File: src/design/ceat_pkg.sv
// ----------------------------------------------------------------------------
// ceat_pkg
// Shared types and constants of the communication edge anomaly table.
// ----------------------------------------------------------------------------
`timescale 1ns / 1ps
`default_nettype none

package ceat_pkg;

  localparam logic [1:0]  FUNC_PRELOAD = 2'd0;
  localparam logic [63:0] MIX_K        = 64'h9E3779B97F4A7C15;
  localparam int unsigned MIX_SHIFT    = 29;

  typedef enum logic [1:0] {
    V_KNOWN      = 2'd0,
    V_NEW_EDGE   = 2'd1,
    V_NEW_SOURCE = 2'd2,
    V_FULL       = 2'd3
  } verdict_t;

  typedef enum logic [2:0] {
    F_IDLE,
    F_MUL,
    F_MIX,
    F_MOD,
    F_PUSH
  } front_state_t;

  typedef enum logic [1:0] {
    B_CLEAR,
    B_IDLE,
    B_READ
  } back_state_t;

  typedef struct packed {
    logic [1:0]  func;
    logic [63:0] source_pc;
    logic [63:0] sink_pc;
  } item_t;

endpackage

`default_nettype wire

File: src/design/ceat_queue.sv
// ----------------------------------------------------------------------------
// ceat_queue
// Two-entry queue of classified items between the front and the back.
// ----------------------------------------------------------------------------
`timescale 1ns / 1ps
`default_nettype none

module ceat_queue #(
  parameter int unsigned SIW = 8,
  parameter int unsigned EIW = 8
) (
  input  wire logic            clk,
  input  wire logic            rst_n,
  input  wire logic            push_valid,
  output logic                 push_ready,
  input  wire ceat_pkg::item_t push_item,
  input  wire logic [SIW-1:0]  push_sset,
  input  wire logic [EIW-1:0]  push_eset,
  output logic                 head_valid,
  input  wire logic            pop,
  output ceat_pkg::item_t      head_item,
  output logic [SIW-1:0]       head_sset,
  output logic [EIW-1:0]       head_eset
);

  localparam int unsigned EW = $bits(ceat_pkg::item_t) + SIW + EIW;

  logic [EW-1:0] slot_r [2];
  logic          wp_r, rp_r;
  logic [1:0]    cnt_r;
  logic          do_push, do_pop;

  assign push_ready = (cnt_r != 2'd2);
  assign head_valid = (cnt_r != 2'd0);
  assign do_push    = push_valid && push_ready;
  assign do_pop     = pop && head_valid;
  assign {head_item, head_sset, head_eset} = slot_r[rp_r];

  always_ff @(posedge clk) begin
    if (!rst_n) begin
      wp_r  <= 1'b0;
      rp_r  <= 1'b0;
      cnt_r <= 2'd0;
    end else begin
      if (do_push) begin
        wp_r <= ~wp_r;
      end
      if (do_pop) begin
        rp_r <= ~rp_r;
      end
      cnt_r <= cnt_r + {1'b0, do_push} - {1'b0, do_pop};
    end
    if (do_push) begin
      slot_r[wp_r] <= {push_item, push_sset, push_eset};
    end
  end

endmodule

`default_nettype wire

File: config.mk
export PLATFORM = sky130hd
export DESIGN_NAME = ceat_queue
export DESIGN_NICKNAME = d
export VERILOG_FILES = /design/src/design/ceat_pkg.sv /design/src/design/ceat_queue.sv
export SDC_FILE = /design/constraint.sdc
export NUM_CORES = 1
export LEC_CHECK = 0
export BUFFER_PORTS_ARGS = -buffer_cell sky130_fd_sc_hd__clkbuf_2
export CORE_MARGIN = 2
export CORE_UTILIZATION = 40
export CTS_CLUSTER_SIZE = 25
export DETAILED_ROUTE_END_ITERATION = 8
export GPL_TIMING_DRIVEN = 0
export PLACE_DENSITY_LB_ADDON = 0.1
export SLEW_MARGIN = 20
export SYNTH_ARGS = -nofsm -noshare
export SYNTH_HDL_FRONTEND = slang
export SYNTH_SLANG_ARGS = --single-unit
File: constraint.sdc
create_clock -name clk -period 6.6 [get_ports clk]
set_input_delay 0.33 -clock clk [delete_from_list [all_inputs] [get_ports clk]]
set_output_delay 0.33 -clock clk [all_outputs]
set_load 0.02 [all_outputs]
# Word-level counts from Yosys, hierarchy flattened
# Memory sizes are Yosys's and may differ from the RTL's. A register that Yosys moved wholly into a read port is not among the register bits.
# Index checks and enable logic that the tools add are counted.
# word_totals
ramBits	292
regBits	4
latchBits	0
out_inout_bits	148
memories	1
rom_bits	0
# mem_list
memory	depth	word_bits	read_ports	rd_clocked_by_memory_dff	wr	line_no	text
slot_r	2	146	1	1	1	ceat_queue.sv:28	logic [EW-1:0] slot_r [2];
# op_classes
addsub	2
shift	0
magnitude_cmp	0
muxes	4
multipliers	0
n_reduce_logical	3
div	0
eq_ne	1
n_bitwise	2
# ops
cell	count
1-bit 2-to-1 mux	4
2-bit by 1-bit adder with 2-bit output	1
1-bit logical AND	2
2-bit != test (second input constant)	1
1-bit inverter	2
2-bit nonzero test	1
2-bit by 1-bit subtractor with 2-bit output	1

# Logic depth before layout (Yosys ltp)
# depth
depth_word	4
ltp_mapped	8
ltp_nobuf	8

# Worst setup path after synthesis
# Ideal clock, no wire load.
# synth_timing
kind	reg2reg
start	reg cnt_r[0]
end	mem slot_r[0][0] (netlist bit) (enable)
stages_incl_launch_ff	4
period_less_slack_ns	7.472
arrival_time_ns	6.818
required_ns	5.946
slack_ns	-0.872
cell_sequence	dfxtp_1 -> nand2b_1 -> nand2_1 -> nor2_1
# synth_between
elab_chain_len	4
# synth_lines
item	line_no	text
start: declaration	ceat_queue.sv:30	logic [1:0] cnt_r;
start signal: assignment	ceat_queue.sv:51	cnt_r <= cnt_r + {1'b0, do_push} - {1'b0, do_pop};
2-bit != test	ceat_queue.sv:33	assign push_ready = (cnt_r != 2'd2);
via push_ready	ceat_queue.sv:15	output logic push_ready,
1-bit logical AND	ceat_queue.sv:35	assign do_push = push_valid && push_ready;
1-bit 2-to-1 mux	ceat_queue.sv:53	if (do_push) begin
1-bit 2-to-1 mux (implied by the code)	ceat_queue.sv:54	slot_r[wp_r] <= {push_item, push_sset, push_eset};
end: declaration	ceat_queue.sv:28	
# The timed path passes the listed nets, and every way through them passes these cells.

# Worst setup path after layout
# layout_timing
start	reg cnt_r[0]
end	mem slot_r[0][91] (netlist bit) (enable)
# layout_between
elab_chain_len	4
# layout_lines
item	line_no
2-bit != test	ceat_queue.sv:33
1-bit logical AND	ceat_queue.sv:35
1-bit 2-to-1 mux	ceat_queue.sv:53
1-bit 2-to-1 mux (implied by the code)	ceat_queue.sv:54
# Every way passes these cells.

==> qor.yml <==
die_width_um: 168.7
cts_tree: "done"
dr.pass1.iters: 5
hold_path_depth: 2
crit_path_start_kind: "register"
status: "completed"
yosys_warnings: 0
drive_above_1_share_pct: 51.43
syn-num-nets: 630
min_period_ns: 2.342
nNetsFinal: 1115
rsz0062_at_grt: "false"
grt_max_degree: 53
finalHoldViolations: 0
cts_buffers: 31
core_area_mm2: 0.02680
grt_overflow_total: 0
cts_setup_buffers: 0
reg2regPathDepth: 7
dp_hpwl_mm: 15.00
final_common_cell: "clkbuf_2"
holdWs_ns: 0.06938
wire_per_inst_um: 16.96
cts_resized: 0
antenna_left: 0
p_leak_nw: 5.833
clock_sinks: 297
htree_levels: 1
synth_seq_cells: 297
postCtsHoldBufs: 146
syn_area_mm2: 0.01085
slew_headroom_pct: 50.15
rows: 60
grt_usage_pct: 15.29
cp.required_ns: 6.84
yosysSeqAreaShare_pct: 81.72
drv_slew: 0
path_class: "register to register"
timing.setup.tns_ns: 0
synthCells: 478
dp_slack_ns: 4.265
routed_wirelength_mm: 22.45
gp_congestion: 0.7446
area_growth_pct: 41.17
antenna_found_initial: 1
synth_cell_type_count: 17
fmax_mhz: 427.0
drt-vias-per-instance: 4.604
rrSetupSlack_ns: 4.26
ir_drop_uv: 224.0
setup_viol: 0
clock_latency_ns: 0.55
powerDensity_mw_per_mm2: 359.3
avgSynthCellArea_um2: 22.70
start_util_pct: 40.49
worst_pin_slew_ns: 0.7477
cts_root_buffer: "clkbuf_16"
finClkSkew_ns: 0.01244
path_clk_slew_ns: 0.05
die_h_um: 168.7
grt_pass1_vias: 6559
die-area_mm2: 0.02846
max-cap-violations: 0
grt_pass1_wl_mm: 34.07
endpoint_kind: "register"
drc: 0
hold_class: "primary input to register"
cp_max_fo: 24
numPortBuffers: 297
setup_slack_ns: 4.258
vias: 6096
cts_max_path_buffers: 3
timing.final.crit_share_pct: 35.48
arrival_ns: 2.58
final_cell_mix: "clkbuf_2, edfxtp_1, mux2_2, dlygate4sd3_1, clkbuf_16"
first_iter_violations: 208
top_level_ports: 298
## synthesized netlist by cell type
library cell    n  share of area, %
inv_1           1             0.035
edfxtp_1      292                81
o21a_1          1             0.069
or2_2           1             0.058
xnor2_1         3              0.24
mux2_2        146                15
nand2_1         2             0.069
buf_6           6              0.62
and2_1          2              0.12
and3_1          1             0.058
ha_1            2              0.23
nand2b_1        2              0.12
nor2b_1         2              0.12
dfxtp_1         5              0.92
clkbuf_8       10               1.3
nor2_1          1             0.035
mux2i_1         1             0.092
## worst paths after layout
path | from | endpoint
max reg2reg | cnt_r[0] | slot_r[0][91]
min reg2reg | wp_r | wp_r
max | cnt_r[0] | slot_r[0][91]
min | rst_n | cnt_r[0]
## critical path, cell delays in order, from the launching register on
cell and delay, ns:
dfxtp_1 0.37, nand2b_1 0.20, nand2_1 0.16, nor2_4 0.47
buf_16 0.24, buf_16 0.18, buf_12 0.20, buf_16 0.20
## cell families (layout without fill, tap and decap cells)
| group | after synthesis | count (layout) | share of synthesized area [%] |
|---|---|---|---|
| flops | 297 | 297 | 81.72 |
| mux | 147 | 147 | 15.24 |
| buf+inv | 17 | 521 | 1.925 |
| simple gates | 11 | 11 | 0.5650 |
| xor+xnor | 3 | 3 | 0.2422 |
| fa+ha+maj | 2 | 2 | 0.2306 |
| compound gates | 1 | 1 | 0.06921 |
| other cells | 0 | 1 | 0 |
## registers in the layout, summed over array words and instances (netlist names), named ones only
name	count
rp_r	1
slot_r	292
wp_r	1
cnt_r	2
## power by group
group	leakage, nW	switching, W	internal [W]	total (W)
registers	2.77	0.0000547	0.00237	0.00242
clock network	0.420	0.000649	0.000843	0.00149
logic	2.64	0.000902	0.000689	0.00159
## layer usage
metal  part of all wire [%]  up-vias  wire (µm)  global-route usage [%]
met4                    2.7        0        596                   4.723
met5                      0        -          0                       0
met2                     50      224      11150                   26.85
met1                     40     2942       8891                   18.08
li1                       -     2887          -                       -
met3                    8.1       43       1815                   4.629
## cell type report
type | instances | area, µm²
Inverter | 1 | 3.754
Clock inverter | 15 | 60.06
Fill cell | 2062 | 11480
Timing Repair Buffer | 452 | 3168
Tap cell | 341 | 426.7
Clock buffer | 37 | 798.3
Antenna cell | 1 | 2.502
Sequential cell | 297 | 8869
Multi-Input combinational cell | 164 | 1787
Buffer | 16 | 205.2
## metrics by stage
stage / utilization [%] / cells / total power (W) / cell area (µm²)
3_5_place_dp: 48.50 / 1125 / 0.004003 / 13000
3_3_place_gp: 47.64 / 1116 / 0.003963 / 12770
5_1_grt: 57.16 / 1324 / 0.005746 / 15320
4_1_cts: 57.15 / 1323 / 0.005579 / 15320
6_report: 57.16 / 1324 / 0.005504 / 15320
2_1_floorplan: - / 478 / 0.003477 / 10850
(Power assumes the default switching activity.)
