## src/design/ceat_pkg.sv

```systemverilog
// ----------------------------------------------------------------------------
// ceat_pkg
// Shared types and constants of the communication edge anomaly table.
// ----------------------------------------------------------------------------
`timescale 1ns / 1ps
`default_nettype none

package ceat_pkg;

  localparam logic [1:0]  FUNC_PRELOAD = 2'd0;
  localparam logic [63:0] MIX_K        = 64'h9E3779B97F4A7C15;
  localparam int unsigned MIX_SHIFT    = 29;

  typedef enum logic [1:0] {
    V_KNOWN      = 2'd0,
    V_NEW_EDGE   = 2'd1,
    V_NEW_SOURCE = 2'd2,
    V_FULL       = 2'd3
  } verdict_t;

  typedef enum logic [2:0] {
    F_IDLE,
    F_MUL,
    F_MIX,
    F_MOD,
    F_PUSH
  } front_state_t;

  typedef enum logic [1:0] {
    B_CLEAR,
    B_IDLE,
    B_READ
  } back_state_t;

  typedef struct packed {
    logic [1:0]  func;
    logic [63:0] source_pc;
    logic [63:0] sink_pc;
  } item_t;

endpackage

`default_nettype wire

```

## src/design/ceat_intf.sv

```systemverilog
// ----------------------------------------------------------------------------
// ceat channel interfaces
// Valid/ready channels for trap items and for verdicts.
// ----------------------------------------------------------------------------
`timescale 1ns / 1ps
`default_nettype none

interface ceat_in_if;
  logic        valid;
  logic        ready;
  logic [1:0]  func;
  logic [63:0] source_pc;
  logic [63:0] sink_pc;

  modport source (output valid, func, source_pc, sink_pc, input ready);
  modport sink (input valid, func, source_pc, sink_pc, output ready);
endinterface


`default_nettype wire

```

## src/design/ceat_front.sv

```systemverilog
// ----------------------------------------------------------------------------
// ceat_front
// Takes trap items and works out their source set and edge set indexes.
// ----------------------------------------------------------------------------
`timescale 1ns / 1ps
`default_nettype none

module ceat_front #(
  parameter int unsigned EDGE_SETS   = 256,
  parameter int unsigned SOURCE_SETS = 256
) (
  input  wire logic                 clk,
  input  wire logic                 rst_n,
  ceat_in_if.sink                   in_ch,
  output logic                      push_valid,
  input  wire logic                 push_ready,
  output ceat_pkg::item_t           push_item,
  output logic [((SOURCE_SETS > 1) ? $clog2(SOURCE_SETS) : 1)-1:0] push_sset,
  output logic [((EDGE_SETS > 1) ? $clog2(EDGE_SETS) : 1)-1:0]     push_eset
);

  localparam int unsigned SIW    = (SOURCE_SETS > 1) ? $clog2(SOURCE_SETS) : 1;
  localparam int unsigned EIW    = (EDGE_SETS > 1) ? $clog2(EDGE_SETS) : 1;
  localparam logic [63:0] ONES32 = 64'h0000_0000_FFFF_FFFF;
  localparam logic [31:0] E_DIV  = 32'(EDGE_SETS);
  localparam logic [31:0] S_DIV  = 32'(SOURCE_SETS);
  // truncated reciprocals, the estimate is never above the true quotient
  localparam logic [31:0] E_RECIP = 32'(ONES32 / 64'(EDGE_SETS));
  localparam logic [31:0] S_RECIP = 32'(ONES32 / 64'(SOURCE_SETS));

  ceat_pkg::front_state_t state_r, state_nxt;
  ceat_pkg::item_t        item_r, item_nxt;
  logic [1:0]             job_r, job_nxt;
  logic [5:0]             cnt_r, cnt_nxt;
  logic [63:0]            op_r, op_nxt;
  logic [63:0]            acc_r, acc_nxt;
  logic [63:0]            prod_r, prod_nxt;
  logic [63:0]            div_r, div_nxt;
  logic [15:0]            rem_r, rem_nxt;
  logic [31:0]            t_r, t_nxt;
  logic [SIW-1:0]         sset_r, sset_nxt;
  logic [EIW-1:0]         eset_r, eset_nxt;

  logic [31:0] mul_a, mul_b;
  logic [63:0] mixv;
  logic [31:0] tnow, divisor, recip, rest, remv;

  assign tnow    = {rem_r, div_r[63:48]};
  assign divisor = (job_r == 2'd1) ? E_DIV : S_DIV;
  assign recip   = (job_r == 2'd1) ? E_RECIP : S_RECIP;

  always_comb begin
    if (state_r == ceat_pkg::F_MOD) begin
      if (cnt_r[1:0] == 2'd0) begin
        mul_a = tnow;
        mul_b = recip;
      end else begin
        mul_a = prod_r[63:32];
        mul_b = divisor;
      end
    end else begin
      case (cnt_r[1:0])
        2'd0:    begin mul_a = op_r[31:0];  mul_b = ceat_pkg::MIX_K[31:0];  end
        2'd1:    begin mul_a = op_r[31:0];  mul_b = ceat_pkg::MIX_K[63:32]; end
        default: begin mul_a = op_r[63:32]; mul_b = ceat_pkg::MIX_K[31:0];  end
      endcase
    end
  end

  assign mixv = acc_r ^ (acc_r >> ceat_pkg::MIX_SHIFT);
  assign rest = t_r - prod_r[31:0];
  assign remv = (rest >= divisor) ? (rest - divisor) : rest;

  always_comb begin
    state_nxt = state_r;
    item_nxt  = item_r;
    job_nxt   = job_r;
    cnt_nxt   = cnt_r;
    op_nxt    = op_r;
    acc_nxt   = acc_r;
    prod_nxt  = prod_r;
    div_nxt   = div_r;
    rem_nxt   = rem_r;
    t_nxt     = t_r;
    sset_nxt  = sset_r;
    eset_nxt  = eset_r;
    unique case (state_r)
      ceat_pkg::F_IDLE: begin
        if (in_ch.valid) begin
          item_nxt  = '{func: in_ch.func, source_pc: in_ch.source_pc,
                        sink_pc: in_ch.sink_pc};
          op_nxt    = in_ch.sink_pc;
          job_nxt   = 2'd0;
          cnt_nxt   = '0;
          state_nxt = ceat_pkg::F_MUL;
        end
      end
      ceat_pkg::F_MUL: begin
        // low 64 bits of op * k from three 32x32 partial products
        prod_nxt = 64'(mul_a) * 64'(mul_b);
        cnt_nxt  = cnt_r + 6'd1;
        case (cnt_r[1:0])
          2'd0:    ;
          2'd1:    acc_nxt = prod_r;
          default: acc_nxt = acc_r + {prod_r[31:0], 32'd0};
        endcase
        if (cnt_r[1:0] == 2'd3) begin
          state_nxt = ceat_pkg::F_MIX;
        end
      end
      ceat_pkg::F_MIX: begin
        cnt_nxt = '0;
        if (job_r == 2'd0) begin
          op_nxt    = item_r.source_pc ^ mixv;
          job_nxt   = 2'd1;
          state_nxt = ceat_pkg::F_MUL;
        end else begin
          div_nxt   = mixv;
          rem_nxt   = '0;
          state_nxt = ceat_pkg::F_MOD;
        end
      end
      ceat_pkg::F_MOD: begin
        // remainder by the set count, one 16-bit digit at a time in three steps:
        // reciprocal estimate, back-multiply, then one correcting subtract
        cnt_nxt = cnt_r + 6'd1;
        case (cnt_r[1:0])
          2'd0: begin
            t_nxt    = tnow;
            prod_nxt = 64'(mul_a) * 64'(mul_b);
          end
          2'd1: prod_nxt = 64'(mul_a) * 64'(mul_b);
          default: begin
            rem_nxt = remv[15:0];
            div_nxt = {div_r[47:0], 16'd0};
            cnt_nxt = {cnt_r[5:2] + 4'd1, 2'b00};
            if (cnt_r[3:2] == 2'd3) begin
              cnt_nxt = '0;
              if (job_r == 2'd1) begin
                eset_nxt  = remv[EIW-1:0];
                op_nxt    = item_r.source_pc;
                job_nxt   = 2'd2;
                state_nxt = ceat_pkg::F_MUL;
              end else begin
                sset_nxt  = remv[SIW-1:0];
                state_nxt = ceat_pkg::F_PUSH;
              end
            end
          end
        endcase
      end
      ceat_pkg::F_PUSH: begin
        if (push_ready) begin
          state_nxt = ceat_pkg::F_IDLE;
        end
      end
      default: state_nxt = ceat_pkg::F_IDLE;
    endcase
  end

  always_comb begin
    in_ch.ready = (state_r == ceat_pkg::F_IDLE);
    push_valid  = (state_r == ceat_pkg::F_PUSH);
    push_item   = item_r;
    push_sset   = sset_r;
    push_eset   = eset_r;
  end

  always_ff @(posedge clk) begin
    if (!rst_n) begin
      state_r <= ceat_pkg::F_IDLE;
      job_r   <= '0;
      cnt_r   <= '0;
    end else begin
      state_r <= state_nxt;
      job_r   <= job_nxt;
      cnt_r   <= cnt_nxt;
    end
    item_r <= item_nxt;
    op_r   <= op_nxt;
    acc_r  <= acc_nxt;
    prod_r <= prod_nxt;
    div_r  <= div_nxt;
    rem_r  <= rem_nxt;
    t_r    <= t_nxt;
    sset_r <= sset_nxt;
    eset_r <= eset_nxt;
  end

endmodule

`default_nettype wire

```

## src/flat_wrapper.sv

```systemverilog
// flat-port wrapper written by rule: the top's interface ports become plain ports
module ceat_front_flat 
#(
  parameter int unsigned EDGE_SETS   = 256,
  parameter int unsigned SOURCE_SETS = 256
)
  (clk, rst_n, push_valid, push_ready, push_item, push_sset, push_eset, in_ch_valid, in_ch_func, in_ch_source_pc, in_ch_sink_pc, in_ch_ready);
  ceat_in_if in_ch_i ();
  input  wire logic clk;
  input  wire logic rst_n;
  output logic push_valid;
  input  wire logic push_ready;
  output ceat_pkg::item_t push_item;
  output logic [((SOURCE_SETS > 1) ? $clog2(SOURCE_SETS) : 1)-1:0] push_sset;
  output logic [((EDGE_SETS > 1) ? $clog2(EDGE_SETS) : 1)-1:0] push_eset;
  input wire logic [$bits(in_ch_i.valid)-1:0] in_ch_valid;
  input wire logic [$bits(in_ch_i.func)-1:0] in_ch_func;
  input wire logic [$bits(in_ch_i.source_pc)-1:0] in_ch_source_pc;
  input wire logic [$bits(in_ch_i.sink_pc)-1:0] in_ch_sink_pc;
  output wire logic [$bits(in_ch_i.ready)-1:0] in_ch_ready;
  assign in_ch_i.valid = in_ch_valid;
  assign in_ch_i.func = in_ch_func;
  assign in_ch_i.source_pc = in_ch_source_pc;
  assign in_ch_i.sink_pc = in_ch_sink_pc;
  assign in_ch_ready = in_ch_i.ready;
  ceat_front #(.EDGE_SETS(EDGE_SETS), .SOURCE_SETS(SOURCE_SETS)) u_core (.clk(clk), .rst_n(rst_n), .in_ch(in_ch_i), .push_valid(push_valid), .push_ready(push_ready), .push_item(push_item), .push_sset(push_sset), .push_eset(push_eset));
endmodule
```

## config.mk

```make
export PLATFORM = sky130hd
export DESIGN_NAME = ceat_front_flat
export DESIGN_NICKNAME = d
export VERILOG_FILES = /design/src/design/ceat_pkg.sv /design/src/design/ceat_intf.sv /design/src/design/ceat_front.sv /design/src/flat_wrapper.sv
export SDC_FILE = /design/constraint.sdc
export NUM_CORES = 2
export LEC_CHECK = 0
export BUFFER_PORTS_ARGS = -buffer_cell sky130_fd_sc_hd__buf_2
export CAP_MARGIN = 20
export CORE_MARGIN = 5
export CORE_UTILIZATION = 40
export DETAILED_ROUTE_END_ITERATION = 8
export PLACE_DENSITY = 0.52
export SYNTH_ARGS = -nofsm -noshare
export SYNTH_HDL_FRONTEND = slang
export SYNTH_SLANG_ARGS = --single-unit
```

## constraint.sdc

```tcl
create_clock -name clk -period 12.4 [get_ports clk]
set_input_delay 1.86 -clock clk [delete_from_list [all_inputs] [get_ports clk]]
set_output_delay 1.86 -clock clk [all_outputs]
set_load 0.02 [all_outputs]
```

# Word-level counts from Yosys, hierarchy flattened
# Index checks and enable logic that the tools add are counted.
# Widths: inputs -> output; s select.
# word_totals
elab_cells	101
register_bits	461
inputBits	134
# classes
n_eq_ne	17
n_addsub	5
bitwise	5
order_cmp	1
muxes	40
multipliers	1
reduce_logical	18
# ops
op	count
$mux 64	8
$pmux 64 s2	3
$pmux 64 s3	1
$mux 32	5
$add 64x64->64	1
$mul 32x32->64	1
$xor 64x35->64	1
$xor 64x64->64	1
$mux 16	3
$ge 32x9->1 const B	1
$pmux 16 s2	1
$sub 32x32->32	1
$mux 24	1
$pmux 6 s4	1
$mux 3	6
$mux 6	3
$sub 16x9->16 const B	1
$pmux 3 s5	1
$mux 2	6
$ne 2x2->1 const B	5
$reduce_and 2->1	5
$ne 2x1->1 const B	4
$reduce_and 4->1	2
$add 6x1->6 const B	1
17 further kinds	24

# Longest topological paths before layout
# depth
depth_word	7
depth_mapped	40

# Worst setup path after synthesis
# OpenSTA, ideal clock, no wires.
# synth_timing
kind	register to register
startpoint	reg u_core.cnt_r[0]
endpoint	reg u_core.prod_r[62], data pin
path_buffers	4
setup_slack_ns	2.195
path_stages_with_launch	38
arrival_ns	9.933
period_less_slack_ns	10.205
setup_ns	0.272
t_required_ns	12.128
path_cell_list	dfxtp_1 inv_1 ha_1 clkbuf_1 nor2_4 buf_2 buf_2 clkbuf_1 mux2i_1 or2_2 o21ai_0 nand2_1 inv_1 nand2_1 fa_1 inv_1 fa_1 fa_1 [... 2 more ...] inv_1 fa_1 fa_1 fa_1 inv_1 fa_1 inv_1 ha_1 a21oi_1 o21ai_0 a21o_1 or4_1 nor2_1 o211ai_1 a31oi_2 o21ai_1 and4b_1 or4_1
# synth_between
elab_chain_cells	7
# synth_rtl
item	line	text
start: declaration	ceat_front.sv:34	logic [5:0] cnt_r, cnt_nxt;
start signal: assignment	ceat_front.sv:177	cnt_r <= cnt_nxt;
$eq 2x1->1 or $logic_not 2->1 (tied branches)	ceat_front.sv:62, ceat_front.sv:127, ceat_front.sv:54	
$reduce_or 2->1 (no source line)	--	
$mux 32	ceat_front.sv:62	case (cnt_r[1:0])
$mux 32	ceat_front.sv:53	if (state_r == ceat_pkg::F_MOD) begin
$mul 32x32->64 (*)	ceat_front.sv:100, ceat_front.sv:130, ceat_front.sv:132	
$mux 64	--	
$pmux 64 s2 (*)	ceat_front.sv:87	unique case (state_r)
net u_core.prod_nxt[62]	ceat_front.sv:37	logic [63:0] prod_r, prod_nxt;
end signal: assignment	ceat_front.sv:182	prod_r <= prod_nxt;
end: declaration	ceat_front.sv:37	
# The timed path passes the listed nets; every way through them passes the cells marked *. The select of a mux whose other input is x is not followed.
# A chain may end at the register's enable or synchronous reset.

# Worst setup path after layout
# layout_timing
startpoint	reg u_core.cnt_r[0]
endpoint	reg u_core.prod_r[60], data pin
# The elaborated chain is that of the path after synthesis.

==> flow_metrics.tcl <==
set metrics [dict create \
    finClkSkew_ns 0.0420 \
    async_reset_ff_frac 0 \
    cts_buffers 48 \
    first_iter_violations 3666 \
    timing.critical_path.from_type "flop" \
    finalSetupTns_ns 0 \
    htree_num_levels 2 \
    relSlewSlack 0.189 \
    synth-main-ff-cell "edfxtp_1" \
    critical_path_class "flop to flop" \
    cts.sinks 459 \
    placed_cell_area_sq_um 55600 \
    final_cell_mix "inv_1 (991), fa_1 (785), edfxtp_1 (450), nand2_1 (437), ha_1 (408)" \
    synthToLayoutAreaGrowth_pct 10.4 \
    place_hpwl_microns 168000 \
    overflow 0 \
    finalCriticalPeriod_ns 11.61 \
    final_nets 6594 \
    dp.cells 6957 \
    dr.pass1.iters 5 \
    grt_usage 0.286 \
    vias_per_cell 5.35 \
    final_core_util 0.443 \
    fin_crit_sh 0.936 \
    syn_avg_cell_area_sq_um 10.4 \
    max_freq_mhz 86.2 \
    end_kind "flop" \
    synth_edf_count 450 \
    cpMaxStageDelayCell "mux2i_1" \
    start_util 0.402 \
    cts_resized 0 \
    ant_nets 0 \
    wl_per_cell_microns 27.9 \
    cpMostUsedCell "fa_1" \
    required_ns 12.76 \
    grt_max_degree 85 \
    final_common_cell "inv_1" \
    ys_seq_area_frac 0.264 \
    cp_slowest_stage_delay_ns 0.91 \
    drc 0 \
    yosys.cell_types.count 83 \
    layout.cells.non_filler 7049 \
    port_buffers 281 \
    coreArea_sq_um 129000 \
    finalWirelength_microns 196000 \
    synthCells 5010 \
    cts_tree "built" \
    gp_congestion 0.993 \
    hold_path_class "flop to flop" \
    clk_path_buf_depth 3 \
    num_vias 37700 \
    clk_pin_slew_worst_paths_ns 0.07 \
    final_area_sq_um 57300 \
    worstSkewPairLatency_ns 0.62 \
    antenna_found_initial 7 \
    fillers 12500 \
    report.final.hold_viol_count 0 \
    grt_pass1_vias 39300 \
    crit_arrival_ns 11.96 \
    rsz0062_at_grt "no" \
    setup_viol 0 \
    io_pins 282 \
    drv_slew 0 \
    grt_pass1_wl_microns 282000 \
    status "finished clean" \
    syn_nets 6339 \
    ys_ff_latch 459 \
    syn_area_sq_um 51900 \
    num_rows 132 \
    ctsHoldBuffers 0 \
    max_cap_viol_count 0 \
    postCtsSetupBuffers 0 \
    worst_pin_slew_ns 1.18 \
    dieArea_sq_um 137000 \
    drive_gt1_frac 0.0985 \
    crit_fanout 16 \
    yosys_warnings 0 \
    cts_root_buf "clkbuf_16" \
    die_h_microns 370 \
    die_w_microns 370 \
]
final timing paths:
kind                                              startpoint                           to  slack (ns)  cells after the start
worst min register to register    u_core.div_r[19]$_DFFE_PP_   u_core.div_r[35]$_DFFE_PP_        0.50                      2
worst max register to register  u_core.cnt_r[0]$_SDFFE_PN0P_  u_core.prod_r[60]$_DFFE_PP_        0.79                     30
worst min-delay path              u_core.div_r[19]$_DFFE_PP_   u_core.div_r[35]$_DFFE_PP_        0.50                      2
worst max-delay path            u_core.cnt_r[0]$_SDFFE_PN0P_  u_core.prod_r[60]$_DFFE_PP_        0.79                     30
cell type report:
class | count | area (sq um) | share of cell area
inverters | 996 | 3740 | 0.0653
diodes | 5 | 12.5 | 0.000218
flip-flops and latches | 459 | 13700 | 0.239
repair buffers | 364 | 2050 | 0.0359
multi-input cells | 3396 | 33900 | 0.593
well taps | 1742 | 2180 | 0.0381
clock buffers | 60 | 1290 | 0.0225
clock inverters | 27 | 358 | 0.00625
kinds of logic (layout without fill, tap and decap cells):
family          Yosys count  in the layout  share of synthesized area
fa+ha+maj              1214           1214                      0.405
mux                      81             81                     0.0159
compound gates          702            702                     0.0853
flops                   459            459                      0.264
xor+xnor                294            294                     0.0496
simple gates           1105           1105                     0.0961
buf+inv                1155           1447                     0.0838
other cells               0              5                          0
cells in the mapped netlist (13+ instances only):
master | number | area share
clkbuf_1 | 123 | 0.0089
and3_1 | 21 | 0.0025
edfxtp_1 | 450 | 0.26
o21bai_1 | 26 | 0.0038
xor2_1 | 58 | 0.0098
nor3_1 | 37 | 0.0036
a31oi_1 | 20 | 0.0024
inv_1 | 993 | 0.072
nor2b_1 | 53 | 0.0064
nand2b_1 | 18 | 0.0022
o21a_1 | 17 | 0.0025
or3_1 | 13 | 0.0016
xnor2_1 | 236 | 0.040
and2_1 | 47 | 0.0057
a21oi_1 | 188 | 0.018
o21ai_0 | 186 | 0.018
or2_2 | 35 | 0.0042
mux2i_1 | 68 | 0.013
o31ai_1 | 13 | 0.0019
buf_1 | 29 | 0.0021
fa_1 | 785 | 0.30
maj3_1 | 19 | 0.0037
ha_1 | 410 | 0.099
nand3_1 | 58 | 0.0056
nand4_1 | 22 | 0.0027
nor2_1 | 323 | 0.023
a211oi_1 | 17 | 0.0025
nand2_1 | 438 | 0.032
a21o_1 | 113 | 0.016
per-stage QoR:
stage | setup slack [ns] | hold slack, ns
after global placement | 1.09 | 0.486
final | 0.794 | 0.503
after detailed placement | 0.981 | 0.495
after floorplan | 2.19 | 0.435
after global routing | 0.496 | 0.520
after CTS | 0.948 | 0.506
metal layers:
layer  vias to the layer above  global-route usage  routed length [microns]
met5                         -                   0                        0
met4                         0              0.0919                     7320
met3                       247              0.0517                    15100
met2                      1524               0.448                    88000
met1                     19300               0.403                    86000
li1                      16600                   -                        -
registers in the layout (all words and copies together), names as in the netlist:
register          flops
u_core.push_eset      8
u_core.push_item    130
u_core.state_r        3
u_core.div_r         64
u_core.cnt_r          4
u_core.op_r          64
u_core.push_sset      8
u_core.job_r          2
u_core.acc_r         64
u_core.rem_r         16
u_core.prod_r        64
u_core.t_r           32
worst max-delay path, delay by kind of cell (launching register included):
family                   cells  cell delay [ns]
multiplexers                 1             0.91
flip-flops                   1             0.57
AO/OA/AOI/OAI                4             1.06
buffers and inverters        5             0.79
AND/OR/NAND/NOR              9             2.95
adder cells (fa/ha/maj)     10             4.94
XOR/XNOR                     1             0.10
Power is left out: the tool's default activity adds up to more than one toggle a clock period on the data nets, which glitch-free logic cannot reach.
